### src/hw/rtl/cartridge_page_read_sequencer_top_macros.svh
// Assertion macros shared by the page read sequencer modules.
`ifndef CARTRIDGE_PAGE_READ_SEQUENCER_TOP_MACROS_SVH
`define CARTRIDGE_PAGE_READ_SEQUENCER_TOP_MACROS_SVH

// Same-cycle implication, held off during reset.
`define CPRS_ASSERT_NOW(lbl, clk, rstn, ante, cons) \
    lbl: assert property (@(posedge clk) disable iff (!(rstn)) (ante) |-> (cons)) \
        else $error("cprs check failed");

// Next-cycle implication, held off during reset.
`define CPRS_ASSERT_NEXT(lbl, clk, rstn, ante, cons) \
    lbl: assert property (@(posedge clk) disable iff (!(rstn)) (ante) |=> (cons)) \
        else $error("cprs check failed");

`endif

### src/hw/rtl/cprs_pkg.sv
// Types, codes and constants shared by the page read sequencer.
`default_nettype none
package cprs_pkg;

    localparam int unsigned PAGE_BYTES_DEF = 512;
    localparam int unsigned QUEUE_DEPTH    = 4;

    localparam logic [7:0] READ_PAGE_OPCODE = 8'hB7;

    // Input item kinds
    localparam logic ACT_START = 1'b0;
    localparam logic ACT_WORD  = 1'b1;

    // Result kinds
    localparam logic [1:0] KIND_CMD   = 2'd0;
    localparam logic [1:0] KIND_WRITE = 2'd1;
    localparam logic [1:0] KIND_DONE  = 2'd2;

    // Configuration register index
    localparam logic REG_PAGE_READ_CONTROL = 1'b0;

    typedef enum logic [1:0] {
        TAIL_NONE = 2'd0,
        TAIL_CMD  = 2'd1,
        TAIL_DONE = 2'd2
    } t_tail;

    typedef struct packed {
        logic        action;
        logic [23:0] count;
        logic [31:0] data;
    } t_req;

    // One queue entry holds every result of one input item
    typedef struct packed {
        logic        wr_en;
        logic [23:0] offset;
        logic [31:0] data;
        t_tail       tail;
        logic [31:0] page;
        logic [31:0] ctrl;
    } t_entry;

endpackage
`default_nettype wire

### src/hw/rtl/cprs_split.sv
// Address splitter: page base and misalignment by reciprocal multiply, three stages.
`default_nettype none
module cprs_split #(
    parameter int unsigned PAGE_BYTES = cprs_pkg::PAGE_BYTES_DEF
) (
    input  wire logic                          i_clk,
    input  wire logic                          i_rst_n,
    input  wire logic                          i_adv,
    input  wire logic                          i_valid,
    input  wire cprs_pkg::t_req                i_req,
    input  wire logic [31:0]                   i_addr,
    output logic                               o_valid,
    output cprs_pkg::t_req                     o_req,
    output logic [$clog2(PAGE_BYTES)-1:0]      o_mis,
    output logic [31:0]                        o_base
);
    import cprs_pkg::*;

    localparam int unsigned LOG_D = $clog2(PAGE_BYTES);
    localparam int unsigned K     = 32 + LOG_D;
    localparam int unsigned Q_W   = 33 - LOG_D;
    localparam int unsigned D_W   = $clog2(PAGE_BYTES + 1);
    localparam logic [32:0] RECIP = 33'((65'(1) << K) / 65'(PAGE_BYTES));
    localparam logic [D_W-1:0] D_C  = D_W'(PAGE_BYTES);
    localparam logic [31:0]    D_32 = 32'(PAGE_BYTES);

    logic [64:0]        prod_c;
    logic [Q_W+D_W-1:0] qd_c;
    logic [31:0]        rem_c;
    logic               corr_c;
    logic [31:0]        mis_c;
    logic [31:0]        base_c;

    logic               r_v1, r_v2, r_v3;
    t_req               r_req1, r_req2, r_req3;
    logic [31:0]        r_addr1, r_addr2;
    logic [Q_W-1:0]     r_q1;
    logic [31:0]        r_qd2;
    logic [LOG_D-1:0]   r_mis3;
    logic [31:0]        r_base3;

    // Quotient estimate is exact or one short; the last stage corrects it
    assign prod_c = {33'b0, i_addr} * {32'b0, RECIP};
    assign qd_c   = r_q1 * D_C;
    assign rem_c  = r_addr2 - r_qd2;
    assign corr_c = rem_c >= D_32;
    assign mis_c  = corr_c ? rem_c - D_32 : rem_c;
    assign base_c = corr_c ? r_qd2 + D_32 : r_qd2;

    always_ff @(posedge i_clk) begin
        if (!i_rst_n) begin
            r_v1 <= 1'b0;
            r_v2 <= 1'b0;
            r_v3 <= 1'b0;
        end else if (i_adv) begin
            r_v1 <= i_valid;
            r_v2 <= r_v1;
            r_v3 <= r_v2;
        end
    end

    always_ff @(posedge i_clk) begin
        if (i_adv) begin
            r_req1  <= i_req;
            r_addr1 <= i_addr;
            r_q1    <= prod_c[K +: Q_W];
            r_req2  <= r_req1;
            r_addr2 <= r_addr1;
            r_qd2   <= qd_c[31:0];
            r_req3  <= r_req2;
            r_mis3  <= mis_c[LOG_D-1:0];
            r_base3 <= base_c;
        end
    end

    assign o_valid = r_v3;
    assign o_req   = r_req3;
    assign o_mis   = r_mis3;
    assign o_base  = r_base3;

endmodule
`default_nettype wire

### src/hw/rtl/cprs_front.sv
// Front end: accepts items, tracks the request and packs its results into one entry.
`default_nettype none
`include "cartridge_page_read_sequencer_top_macros.svh"
module cprs_front #(
    parameter int unsigned PAGE_BYTES = cprs_pkg::PAGE_BYTES_DEF
) (
    input  wire logic            i_clk,
    input  wire logic            i_rst_n,
    input  wire logic            i_valid,
    output logic                 o_ready,
    input  wire cprs_pkg::t_req  i_req,
    input  wire logic [31:0]     i_addr,
    input  wire logic [31:0]     i_ctrl,
    input  wire logic            i_full,
    output logic                 o_push,
    output cprs_pkg::t_entry     o_entry
);
    import cprs_pkg::*;

    localparam int unsigned PAGE_WORDS = PAGE_BYTES / 4;
    localparam int unsigned WL_W       = $clog2(PAGE_WORDS + 1);
    localparam int unsigned MIS_W      = $clog2(PAGE_BYTES);
    localparam logic [WL_W-1:0] WL_FULL = WL_W'(PAGE_WORDS);
    localparam logic [31:0]     PB_32   = 32'(PAGE_BYTES);

    logic              adv;
    logic              s_valid;
    t_req              s_req;
    logic [MIS_W-1:0]  s_mis;
    logic [31:0]       s_base;

    logic [31:0]        r_page;
    logic signed [25:0] r_off;
    logic [WL_W-1:0]    r_words_left;
    logic               r_busy;
    logic [23:0]        r_count;

    logic               is_start, is_word;
    logic               start_more, word_more, in_win, page_end;
    logic signed [25:0] cnt_s, n_off, neg_mis;
    logic [31:0]        n_page;
    t_entry             entry_c;

    // The whole front moves together whenever the queue has a free slot
    assign adv     = !i_full;
    assign o_ready = adv;

    cprs_split #(.PAGE_BYTES(PAGE_BYTES)) u_split (
        .i_clk   (i_clk),
        .i_rst_n (i_rst_n),
        .i_adv   (adv),
        .i_valid (i_valid),
        .i_req   (i_req),
        .i_addr  (i_addr),
        .o_valid (s_valid),
        .o_req   (s_req),
        .o_mis   (s_mis),
        .o_base  (s_base)
    );

    assign is_start   = s_valid && (s_req.action == ACT_START) && !r_busy;
    assign is_word    = s_valid && (s_req.action == ACT_WORD) && r_busy;
    assign cnt_s      = $signed({2'b00, r_count});
    assign n_off      = r_off + 26'sd4;
    assign n_page     = r_page + PB_32;
    assign neg_mis    = $signed(26'd0 - 26'(s_mis));
    // Misaligned starts always read a page; aligned ones only with a non-zero count
    assign start_more = (s_mis != '0) || (s_req.count != '0);
    assign in_win     = !r_off[25] && (r_off < cnt_s);
    assign page_end   = r_words_left == WL_W'(1);
    assign word_more  = n_off < cnt_s;

    always_comb begin
        entry_c        = '0;
        entry_c.ctrl   = i_ctrl;
        entry_c.data   = s_req.data;
        entry_c.offset = r_off[23:0];
        if (is_start) begin
            entry_c.wr_en = 1'b0;
            entry_c.page  = s_base;
            entry_c.tail  = start_more ? TAIL_CMD : TAIL_DONE;
        end else begin
            entry_c.wr_en = in_win;
            entry_c.page  = n_page;
            if (page_end) begin
                entry_c.tail = word_more ? TAIL_CMD : TAIL_DONE;
            end else begin
                entry_c.tail = TAIL_NONE;
            end
        end
    end

    assign o_push  = adv && (is_start || (is_word && (in_win || page_end)));
    assign o_entry = entry_c;

    always_ff @(posedge i_clk) begin
        if (!i_rst_n) begin
            r_page       <= '0;
            r_off        <= '0;
            r_words_left <= '0;
            r_busy       <= 1'b0;
            r_count      <= '0;
        end else if (adv) begin
            if (is_start) begin
                r_page  <= s_base;
                r_off   <= neg_mis;
                r_count <= s_req.count;
                r_busy  <= start_more;
                if (start_more) begin
                    r_words_left <= WL_FULL;
                end
            end else if (is_word) begin
                r_off        <= n_off;
                r_words_left <= r_words_left - WL_W'(1);
                if (page_end) begin
                    r_page <= n_page;
                    r_busy <= word_more;
                    if (word_more) begin
                        r_words_left <= WL_FULL;
                    end
                end
            end
        end
    end

    `CPRS_ASSERT_NOW(a_busy_has_words, i_clk, i_rst_n, r_busy, r_words_left != '0)
    `CPRS_ASSERT_NOW(a_idle_no_words, i_clk, i_rst_n, !r_busy, r_words_left == '0)

endmodule
`default_nettype wire

### src/hw/rtl/cprs_queue.sv
// Short entry queue between the front end and the result stage.
`default_nettype none
`include "cartridge_page_read_sequencer_top_macros.svh"
module cprs_queue (
    input  wire logic              i_clk,
    input  wire logic              i_rst_n,
    input  wire logic              i_push,
    input  wire cprs_pkg::t_entry  i_entry,
    input  wire logic              i_pop,
    output cprs_pkg::t_entry       o_head,
    output logic                   o_empty,
    output logic                   o_full
);
    import cprs_pkg::*;

    localparam int unsigned PTR_W = $clog2(QUEUE_DEPTH);
    localparam int unsigned CNT_W = $clog2(QUEUE_DEPTH + 1);

    t_entry           r_mem [QUEUE_DEPTH];
    logic [PTR_W-1:0] r_wr_ptr, r_rd_ptr;
    logic [CNT_W-1:0] r_count;

    always_ff @(posedge i_clk) begin
        if (i_push) begin
            r_mem[r_wr_ptr] <= i_entry;
        end
    end

    always_ff @(posedge i_clk) begin
        if (!i_rst_n) begin
            r_wr_ptr <= '0;
            r_rd_ptr <= '0;
            r_count  <= '0;
        end else begin
            if (i_push) begin
                r_wr_ptr <= r_wr_ptr + PTR_W'(1);
            end
            if (i_pop) begin
                r_rd_ptr <= r_rd_ptr + PTR_W'(1);
            end
            if (i_push && !i_pop) begin
                r_count <= r_count + CNT_W'(1);
            end else if (i_pop && !i_push) begin
                r_count <= r_count - CNT_W'(1);
            end
        end
    end

    assign o_head  = r_mem[r_rd_ptr];
    assign o_empty = r_count == '0;
    assign o_full  = r_count == CNT_W'(QUEUE_DEPTH);

    `CPRS_ASSERT_NOW(a_no_push_full, i_clk, i_rst_n, i_push, !o_full)
    `CPRS_ASSERT_NOW(a_no_pop_empty, i_clk, i_rst_n, i_pop, !o_empty)
    `CPRS_ASSERT_NEXT(a_count_up, i_clk, i_rst_n, i_push && !i_pop, r_count == $past(r_count) + 1'b1)
    `CPRS_ASSERT_NOW(a_ptr_gap, i_clk, i_rst_n, o_empty, r_wr_ptr == r_rd_ptr)

endmodule
`default_nettype wire

### src/hw/rtl/cprs_back.sv
// Result stage: splits queue entries into output beats behind an output register.
`default_nettype none
module cprs_back (
    input  wire logic              i_clk,
    input  wire logic              i_rst_n,
    input  wire cprs_pkg::t_entry  i_head,
    input  wire logic              i_empty,
    output logic                   o_pop,
    output logic                   o_tvalid,
    input  wire logic              i_tready,
    output logic [151:0]           o_tdata,
    output logic [1:0]             o_tuser,
    output logic                   o_tlast
);
    import cprs_pkg::*;

    logic          load;
    logic          wr_phase;
    logic          r_valid;
    logic          r_half;
    logic          n_half;
    logic [1:0]    n_kind;
    logic [63:0]   n_cmd;
    logic [31:0]   n_ctrl;
    logic [23:0]   n_off;
    logic [31:0]   n_data;
    logic          n_last;
    logic [1:0]    r_kind;
    logic [63:0]   r_cmd;
    logic [31:0]   r_ctrl;
    logic [23:0]   r_off;
    logic [31:0]   r_data;
    logic          r_last;

    assign load     = !r_valid || i_tready;
    // The write beat of an entry goes first; r_half marks it as sent
    assign wr_phase = i_head.wr_en && !r_half;

    always_comb begin
        n_kind = KIND_DONE;
        n_cmd  = '0;
        n_ctrl = '0;
        n_off  = '0;
        n_data = '0;
        n_last = 1'b1;
        n_half = 1'b0;
        o_pop  = 1'b0;
        if (wr_phase) begin
            n_kind = KIND_WRITE;
            n_off  = i_head.offset;
            n_data = i_head.data;
            n_last = i_head.tail == TAIL_NONE;
            n_half = i_head.tail != TAIL_NONE;
            o_pop  = load && !i_empty && (i_head.tail == TAIL_NONE);
        end else begin
            o_pop = load && !i_empty;
            case (i_head.tail)
                TAIL_CMD: begin
                    n_kind = KIND_CMD;
                    n_cmd  = {READ_PAGE_OPCODE, i_head.page, 24'h000000};
                    n_ctrl = i_head.ctrl;
                end
                default: begin
                    n_kind = KIND_DONE;
                end
            endcase
        end
    end

    always_ff @(posedge i_clk) begin
        if (!i_rst_n) begin
            r_valid <= 1'b0;
            r_half  <= 1'b0;
        end else if (load) begin
            r_valid <= !i_empty;
            if (!i_empty) begin
                r_half <= n_half;
            end
        end
    end

    always_ff @(posedge i_clk) begin
        if (load && !i_empty) begin
            r_kind <= n_kind;
            r_cmd  <= n_cmd;
            r_ctrl <= n_ctrl;
            r_off  <= n_off;
            r_data <= n_data;
            r_last <= n_last;
        end
    end

    assign o_tvalid = r_valid;
    assign o_tdata  = {r_data, r_off, r_ctrl, r_cmd};
    assign o_tuser  = r_kind;
    assign o_tlast  = r_last;

endmodule
`default_nettype wire

### src/hw/rtl/cartridge_page_read_sequencer_top.sv
// Cartridge ROM page read sequencer: stream in, command/write/done stream out.
//
// s_axis carries start requests (tuser 0) and card data words (tuser 1).
// m_axis carries results: page read commands, destination writes and done,
// the kind in tuser, tlast on the final result of each input item.
// The control word sent with each command is set through the APB port at
// address 0; write it only while no request is in flight.
// One item is taken per cycle while the queue has a free slot. An item
// passes three stages that split the address into page base and
// misalignment (reciprocal multiply and correction), one stage that updates
// the request state, and a four-entry queue before the output register.
// An item with two results (a write and a command or done) takes two
// output beats, so a long run of such items is held back by the single
// output port.
// A stalled receiver fills the queue; s_axis_tready then drops and the
// front stops, losing nothing.
// Reset leaves the block idle with an empty queue and a zero control word.
`default_nettype none
module cartridge_page_read_sequencer_top #(
    parameter int unsigned PAGE_BYTES = cprs_pkg::PAGE_BYTES_DEF
) (
    input  wire logic          i_clk,
    input  wire logic          i_rst_n,
    input  wire logic          s_axis_tvalid,
    output logic               s_axis_tready,
    // [31:0] start_address, [55:32] byte_count, [87:56] data_word
    input  wire logic [87:0]   s_axis_tdata,
    // [0] action
    input  wire logic          s_axis_tuser,
    output logic               m_axis_tvalid,
    input  wire logic          m_axis_tready,
    // [63:0] command_bytes, [95:64] control_word, [119:96] dest_offset,
    // [151:120] write_data
    output logic [151:0]       m_axis_tdata,
    // [1:0] kind
    output logic [1:0]         m_axis_tuser,
    output logic               m_axis_tlast,
    input  wire logic          psel,
    input  wire logic          penable,
    input  wire logic          pwrite,
    input  wire logic [2:0]    paddr,
    input  wire logic [31:0]   pwdata,
    output logic [31:0]        prdata,
    output logic               pready
);
    import cprs_pkg::*;

    logic [31:0] r_page_read_control;
    logic        reg_hit;
    t_req        req;
    t_entry      push_entry, head;
    logic        push, pop, q_empty, q_full;

    // Registers sit on 4-byte boundaries; the low address bits are ignored
    assign reg_hit = paddr[2] == REG_PAGE_READ_CONTROL;
    assign pready  = 1'b1;
    assign prdata  = reg_hit ? r_page_read_control : 32'h0;

    always_ff @(posedge i_clk) begin
        if (!i_rst_n) begin
            r_page_read_control <= '0;
        end else if (psel && penable && pwrite && pready && reg_hit) begin
            r_page_read_control <= pwdata;
        end
    end

    assign req.action = s_axis_tuser;
    assign req.count  = s_axis_tdata[55:32];
    assign req.data   = s_axis_tdata[87:56];

    cprs_front #(.PAGE_BYTES(PAGE_BYTES)) u_front (
        .i_clk   (i_clk),
        .i_rst_n (i_rst_n),
        .i_valid (s_axis_tvalid),
        .o_ready (s_axis_tready),
        .i_req   (req),
        .i_addr  (s_axis_tdata[31:0]),
        .i_ctrl  (r_page_read_control),
        .i_full  (q_full),
        .o_push  (push),
        .o_entry (push_entry)
    );

    cprs_queue u_queue (
        .i_clk   (i_clk),
        .i_rst_n (i_rst_n),
        .i_push  (push),
        .i_entry (push_entry),
        .i_pop   (pop),
        .o_head  (head),
        .o_empty (q_empty),
        .o_full  (q_full)
    );

    cprs_back u_back (
        .i_clk    (i_clk),
        .i_rst_n  (i_rst_n),
        .i_head   (head),
        .i_empty  (q_empty),
        .o_pop    (pop),
        .o_tvalid (m_axis_tvalid),
        .i_tready (m_axis_tready),
        .o_tdata  (m_axis_tdata),
        .o_tuser  (m_axis_tuser),
        .o_tlast  (m_axis_tlast)
    );

endmodule
`default_nettype wire
### config.mk
export PLATFORM = sky130hd
export DESIGN_NAME = cartridge_page_read_sequencer_top
export DESIGN_NICKNAME = d
export VERILOG_FILES = /design/src/hw/rtl/cprs_pkg.sv /design/src/hw/rtl/cprs_split.sv /design/src/hw/rtl/cprs_front.sv /design/src/hw/rtl/cprs_queue.sv /design/src/hw/rtl/cprs_back.sv /design/src/hw/rtl/cartridge_page_read_sequencer_top.sv
export VERILOG_INCLUDE_DIRS = /design/src /design/src/hw/rtl
export SDC_FILE = /design/constraint.sdc
export NUM_CORES = 1
export LEC_CHECK = 0
export BUFFER_PORTS_ARGS = -buffer_cell sky130_fd_sc_hd__buf_2
export CELL_PAD_IN_SITES_DETAIL_PLACEMENT = 1
export CELL_PAD_IN_SITES_GLOBAL_PLACEMENT = 1
export CORE_UTILIZATION = 46
export DETAILED_ROUTE_END_ITERATION = 10
export PLACE_DENSITY_LB_ADDON = 0.1
export SLEW_MARGIN = 20
export SYNTH_ARGS = -nofsm -noshare
export SYNTH_HDL_FRONTEND = slang
export SYNTH_SLANG_ARGS = --single-unit
export TNS_END_PERCENT = 20
### constraint.sdc
create_clock -name i_clk -period 14.5 [get_ports i_clk]
set_input_delay 2.175 -clock i_clk [delete_from_list [all_inputs] [get_ports i_clk]]
set_output_delay 2.175 -clock i_clk [all_outputs]
set_load 0.05 [all_outputs]
# Yosys cells after proc, flatten, opt, wreduce, memory -nomap -nowiden
# Memory sizes are Yosys's and may differ from the RTL's. A register that Yosys moved wholly into a read port is not among the register bits.
# Cells that the tools add are included.
[word_totals]
ff_bits = 612
ramBits = 492
out_inout_bits = 190
mem_count = 1
[classes]
addsub = 11
magnitude_cmp = 3
eq_ne = 4
n_mux = 31
n_bitwise = 5
reduce_logical = 41
[mem_list]
columns = ["name", "words", "width", "rd", "rd_ports_with_merged_regs", "write_ports", "line", "source"]
rows = [
  ["u_queue.r_mem", 4, 123, 1, 1, 1, "cprs_queue.sv:19", "t_entry r_mem [QUEUE_DEPTH];"],
]
[op_table]
columns = ["op", "n"]
rows = [
  ["32-bit two-way mux", 5],
  ["32-bit by 10-bit adder with 32-bit output, second input constant", 2],
  ["64-bit two-way mux", 1],
  ["26-bit by 25-bit less-than comparator with 1-bit output", 2],
  ["26-bit two-way mux", 2],
  ["8-bit two-way mux", 5],
  ["34-bit two-way mux", 1],
  ["32-bit by 10-bit >= comparator with 1-bit output, second input constant", 1],
  ["32-bit subtractor", 1],
  ["26-bit by 4-bit adder with 26-bit output, second input constant", 1],
  ["24-bit nonzero test", 1],
  ["1-bit logical AND", 15],
  ["2-bit two-way mux", 6],
  ["1-bit by 9-bit subtractor with 10-bit output, first input constant", 1],
  ["9-bit two-way mux", 1],
  ["9-bit nonzero test", 1],
  ["9-bit by 1-bit subtractor with 9-bit output, second input constant", 1],
  ["8-bit by 1-bit == test with 1-bit output, second input constant", 1],
  ["1-bit logical NOT", 8],
  ["1-bit two-way mux", 8],
  ["2-bit nonzero test", 4],
  ["8-bit by 1-bit subtractor with 8-bit output, second input constant", 1],
  ["3-bit two-way mux", 2],
  ["2-bit AND reduction", 3],
  ["other kinds (12)", 21],
]

# Logic depth before layout (Yosys ltp)
[depth]
word_depth = 10
mapped_depth = 15
depth_no_buf = 14

# Cells and area by module
# A second synthesis with hierarchy kept.
[unflattened]
cells_unflattened = 2336
area_unflattened_um2 = 39309.0
[by_module_without_submodules]
columns = ["module", "instances", "cells_each", "area_each_um2", "seq_area_each_um2"]
rows = [
  ["cprs_queue", 1, 686, 18183.7, 14954.3],
  ["cprs_split", 1, 286, 8197.9, 8077.7],
  ["cprs_front", 1, 882, 6482.5, 1821.7],
  ["cprs_back", 1, 305, 4907.2, 3763.6],
  ["cartridge_page_read_sequencer_top", 1, 177, 1537.7, 640.6],
]

# Worst setup path before layout
# No wires, ideal clock.
[synth_timing]
path_type = "input -> register"
startpoint = "in m_axis_tready"
endpoint = "reg u_queue.r_count[2]"
t_arrival_ps = 9662
setup_slack_ps = 4767
cell_stages = 9
path_cell_list = "inv_1 -> a21oi_1 -> nand2_1 -> ha_1 -> inv_1 -> fa_1 -> xor2_1 -> or3_1 -> a21oi_1"
[synth_via]
elab_chain_cells = 7
elab_cells_between_ends = 9
[synth_lines]
columns = ["element", "line", "source"]
rows = [
  ["from (decl)", "cartridge_page_read_sequencer_top.sv:31", "input wire logic m_axis_tready,"],
  ["1-bit logical OR *", "cprs_back.sv:35", "assign load = !r_valid || i_tready;"],
  ["1-bit logical AND *", "cprs_back.sv:54, cprs_back.sv:56", ""],
  ["1-bit logical AND", "cprs_back.sv:54", "o_pop = load && !i_empty && (i_head.tail == TAIL_NONE);"],
  ["1-bit two-way mux *", "cprs_back.sv:48", "if (wr_phase) begin"],
  ["1-bit logical NOT", "cprs_queue.sv:41", "if (i_push && !i_pop) begin"],
  ["1-bit logical AND", "cprs_queue.sv:41", ""],
  ["3-bit two-way mux or 2-bit nonzero test (tied branches)", "-", ""],
  ["to (signal assigned)", "cprs_queue.sv:42", "r_count <= r_count + CNT_W'(1);"],
  ["to (signal assigned)", "cprs_queue.sv:44", "r_count <= r_count - CNT_W'(1);"],
  ["to (decl)", "cprs_queue.sv:21", "logic [CNT_W-1:0] r_count;"],
]
# Mark *: on every way between the ends. The rest lies on a longest branch, timed or not.
# A chain may end at the register's enable or synchronous reset.

# Final worst setup path
[layout_timing]
startpoint = "reg u_front.r_off[2]"
endpoint = "reg u_front.r_words_left[5]"
[layout_via]
elab_chain_cells = 6
[layout_lines]
columns = ["element", "line", "source"]
rows = [
  ["from (decl)", "cprs_front.sv:33", "logic signed [25:0] r_off;"],
  ["from (signal assigned)", "cprs_front.sv:106", "r_off <= neg_mis;"],
  ["from (signal assigned)", "cprs_front.sv:113", "r_off <= n_off;"],
  ["26-bit by 4-bit adder with 26-bit output", "cprs_front.sv:64", "assign n_off = r_off + 26'sd4;"],
  ["26-bit by 25-bit less-than comparator with 1-bit output", "cprs_front.sv:71", "assign word_more = n_off < cnt_s;"],
  ["8-bit two-way mux", "cprs_front.sv:118", "if (word_more) begin"],
  ["8-bit two-way mux", "cprs_front.sv:115", "if (page_end) begin"],
  ["8-bit two-way mux", "cprs_front.sv:112", "end else if (is_word) begin"],
  ["8-bit two-way mux", "cprs_front.sv:104", "if (is_start) begin"],
  ["to (signal assigned)", "cprs_front.sv:114", "r_words_left <= r_words_left - WL_W'(1);"],
  ["to (decl)", "cprs_front.sv:34", "logic [WL_W-1:0] r_words_left;"],
]
# Every way passes these cells. The select of a mux whose other input is x is not followed.

==> impl_metrics.ini <==
[status]
run_status = finished, final reports clean

[run]
maxCapViolCount = 0

[yosys]
synth_edf_count = 838
ys_ff_latch = 966
synth_flop_cell = edfxtp_1
ys_types = 67
netlist_top_cells_area = edfxtp_1 (69%), mux4_2 (7.0%), dfxtp_1 (7.0%)
netlist_area_sq_um = 36500
synth-async-reset-ratio_pct = 0
yosysWarningCount = 0
avgSynthCellArea_sq_um = 16.85
netlist.top_cell.by_area = edfxtp_1
synth_top_cell_area_share_pct = 68.95
ys_seq_area_share_pct = 75.97
syn_inst = 2166

[die]
die_w_microns = 283.7
pin_count = 321
die_h_microns = 283.7
start_util_pct = 46.80
die-area_sq_um = 80470
design.core.area_sq_um = 77980
std_cell_rows = 102

[grt]
antenna_found_initial = 4
grt_pass1_vias = 20650
grt_pass1_wl_microns = 120800
grt-ovfl-total = 0
track_usage_pct = 19.52
grt_max_degree = 119

[power_and_ir_drop]
combPwrFrac_pct = 19.9
power_frac_seq_pct = 49.2
net-switching-power_mw = 2.492
clkPwrFrac_pct = 30.9
powerDensity_nw_per_um2 = 191.2
netSwitchingFraction_pct = 30.95
p_int_mw = 5.560
power_leakage_nw = 14.91
ir_drop_v = 0.0001077

[timing]
final.setup.tns_ns = 0
setup-violations-final = 0
clock_skew_ns = 0.02025
finalHoldViolations = 0
tightest_slew_ns = 1.089
rsz0062_at_grt = false
relSlewSlack_pct = 27.37
post-route-period-util_pct = 36.60
timing.final.crit_period_ns = 5.308
drv_slew = 0
max_freq_mhz = 188.4

[setup_path]
critPathTopFamily = simple AND/OR/NAND/NOR gates
reg2regPathDepth = 14
cp_common_cell = nand3_1
crit_chain = ha_1 -> nand3_1 -> nor3_1 -> and3_1 -> nand3_1 -> xnor2_1 -> ha_1 -> nand4_1 -> nor2_1 -> nand3_1 -> o41ai_1 -> nor3_2 -> o41ai_1 -> o21a_1
critPathLaunchType = flip-flop
critPathRequiredTime_ns = 15.09
cp_slowest_cell = o41ai_1
crit_fanout = 11
arrival_ns = 5.90
crit_buf_inv = 0
cp.depth = 14
path_class = reg2reg
critical-path-max-stage-delay_ns = 0.82
crit_path_end_kind = flip-flop

[clocking]
cts_tree = built
cts_setup_buffers = 0
hold_buffers = 0
cts_buffers = 99
clockRootBuffer = clkbuf_16
cts.sinks = 966
clock_path_buffers = 3
cts_resized = 0
clock_latency_ns = 0.65
ctsHtreeMaxLevel = 3
clk_pin_slew_ns = 0.06

[final_layout]
regArea_sq_um = 27730
stdcell_count = 3594
drive_above_1_share_pct = 23.28
layout.nets = 2655
multi_input_area_sq_um = 8068
num-fill-cells = 7268
area_growth_pct = 15.42

[placed_design]
place.gp.congestion = 0.8157
dp.cells = 3406
dpl.hpwl_microns = 46420
port_buffers = 282

[min_path]
whs_path_depth = 0
hp-class = reg2reg

[routing]
wl_per_cell_microns = 21.74
routed_wl_microns = 78130
drtPass1Iterations = 5
via_per_inst = 5.326
vias = 19140
drc = 0
ant_nets = 0
drt_iter0_drc = 1147
Yosys cell counts (all sizes together) (3+ instances only):
cell,number
a211oi,6
a21o,4
a21oi,128
a31oi,3
and2,11
and3,121
and4,4
buf,59
clkbuf,80
dfxtp,128
edfxtp,838
ha,56
inv,46
mux2i,7
mux4,114
nand2,225
nand2b,4
nand3,25
nand4,20
nor2,59
nor2b,36
nor3,21
nor4,12
o211ai,4
o21a,3
o21ai,51
o221a,6
o41ai,4
or2,4
or3,5
xnor2,36
xor2,18
cell families (layout without fill, tap and decap cells):
kind of cell	Yosys count	after routing	share of synthesized area (%)
buf+inv	186	538	2.379
other cells	2	38	0.02058
simple gates	556	556	7.621
flops	966	966	75.97
mux	121	121	7.227
fa+ha+maj	57	57	1.975
compound gates	224	224	3.511
xor+xnor	54	54	1.296
worst paths after layout:
check / slack, ns / from / to
setup / recovery: 9.19 / u_front.r_off[2] / u_front.r_words_left[5]
hold / removal: 0.41 / u_front.u_split.r_req2[53] / u_front.u_split.o_req[53]
hold reg to reg: 0.41 / u_front.u_split.r_req2[53] / u_front.u_split.o_req[53]
setup reg to reg: 9.19 / u_front.r_off[2] / u_front.r_words_left[5]
cells in the final DEF (no fill, tap or decap), types with 36 or more instances in the layout:
cell,Yosys,routed
edfxtp_1,838,838
ha_1,56,56
mux4_2,114,114
dfxtp_1,128,126
nor2_1,58,57
clkbuf_16,0,100
buf_2,4,282
xnor2_1,36,36
o21ai_0,49,49
a21oi_1,128,127
conb_1,2,36
and3_1,121,121
nand2_1,225,224
inv_1,45,44
power groups by stage:
| stage | logic, mW | registers [mW] | clock network (mW) |
|---|---|---|---|
| after global routing | 1.70 | 4.02 | 2.65 |
| final | 1.60 | 3.96 | 2.49 |
| after detailed placement | 1.63 | 4.03 | 0 |
| after global placement | 1.61 | 3.99 | 0 |
| after CTS | 1.63 | 3.98 | 2.56 |
| after floorplan | 0.596 | 4.58 | 0 |
routing by layer:
layer,routed length [microns],vias to the layer above,global-route usage (%),part of all wire [%]
li1,-,8812,-,-
met1,33850,9864,25.74,43
met2,39980,366,33.68,51
met3,2815,96,2.797,3.6
met4,1468,2,5.649,1.9
met5,10,-,0,0.013
final cells by class:
cell class / instances / area share [%]
well taps: 1040 / 3.089
diodes: 2 / 0.01188
multi-input cells: 1048 / 19.15
clock inverters: 62 / 1.375
repair buffers: 305 / 3.820
clock buffers: 124 / 6.273
flip-flops and latches: 966 / 65.84
inverters: 47 / 0.4396
state kept, by name, summed over array words and instances, names as in the netlist, 2 cells and up, named ones only:
| name | cells |
|---|---|
| u_front.u_split.r_addr1 | 32 |
| u_front.r_page | 23 |
| u_queue.r_count | 3 |
| r_page_read_control | 32 |
| u_back.r_cmd | 24 |
| u_queue.r_mem | 456 |
| u_front.u_split.r_req1 | 57 |
| u_back.o_tuser | 2 |
| u_front.u_split.o_req | 57 |
| u_front.u_split.o_base | 23 |
| u_queue.r_rd_ptr | 2 |
| u_front.u_split.o_mis | 9 |
| u_front.u_split.r_addr2 | 32 |
| u_queue.r_wr_ptr | 2 |
| u_front.r_words_left | 8 |
| u_front.r_count | 24 |
| u_back.r_off | 24 |
| u_front.u_split.r_req2 | 57 |
| u_back.r_ctrl | 32 |
| u_front.r_off | 26 |
| u_back.r_data | 32 |
per-stage QoR:
stage	total power, mW	util [%]	cell area, sq um	hold slack [ns]	setup slack, ns
floorplan	5.179	-	36620	0.4003	4.767
global placement	5.599	49.88	38900	0.4004	9.240
detailed placement	5.658	49.88	38900	0.4062	9.172
CTS	8.167	54.01	42120	0.4162	9.174
global route	8.368	54.01	42120	0.4167	8.869
finish	8.053	54.02	42120	0.4130	9.192
(Power assumes the default switching activity.)
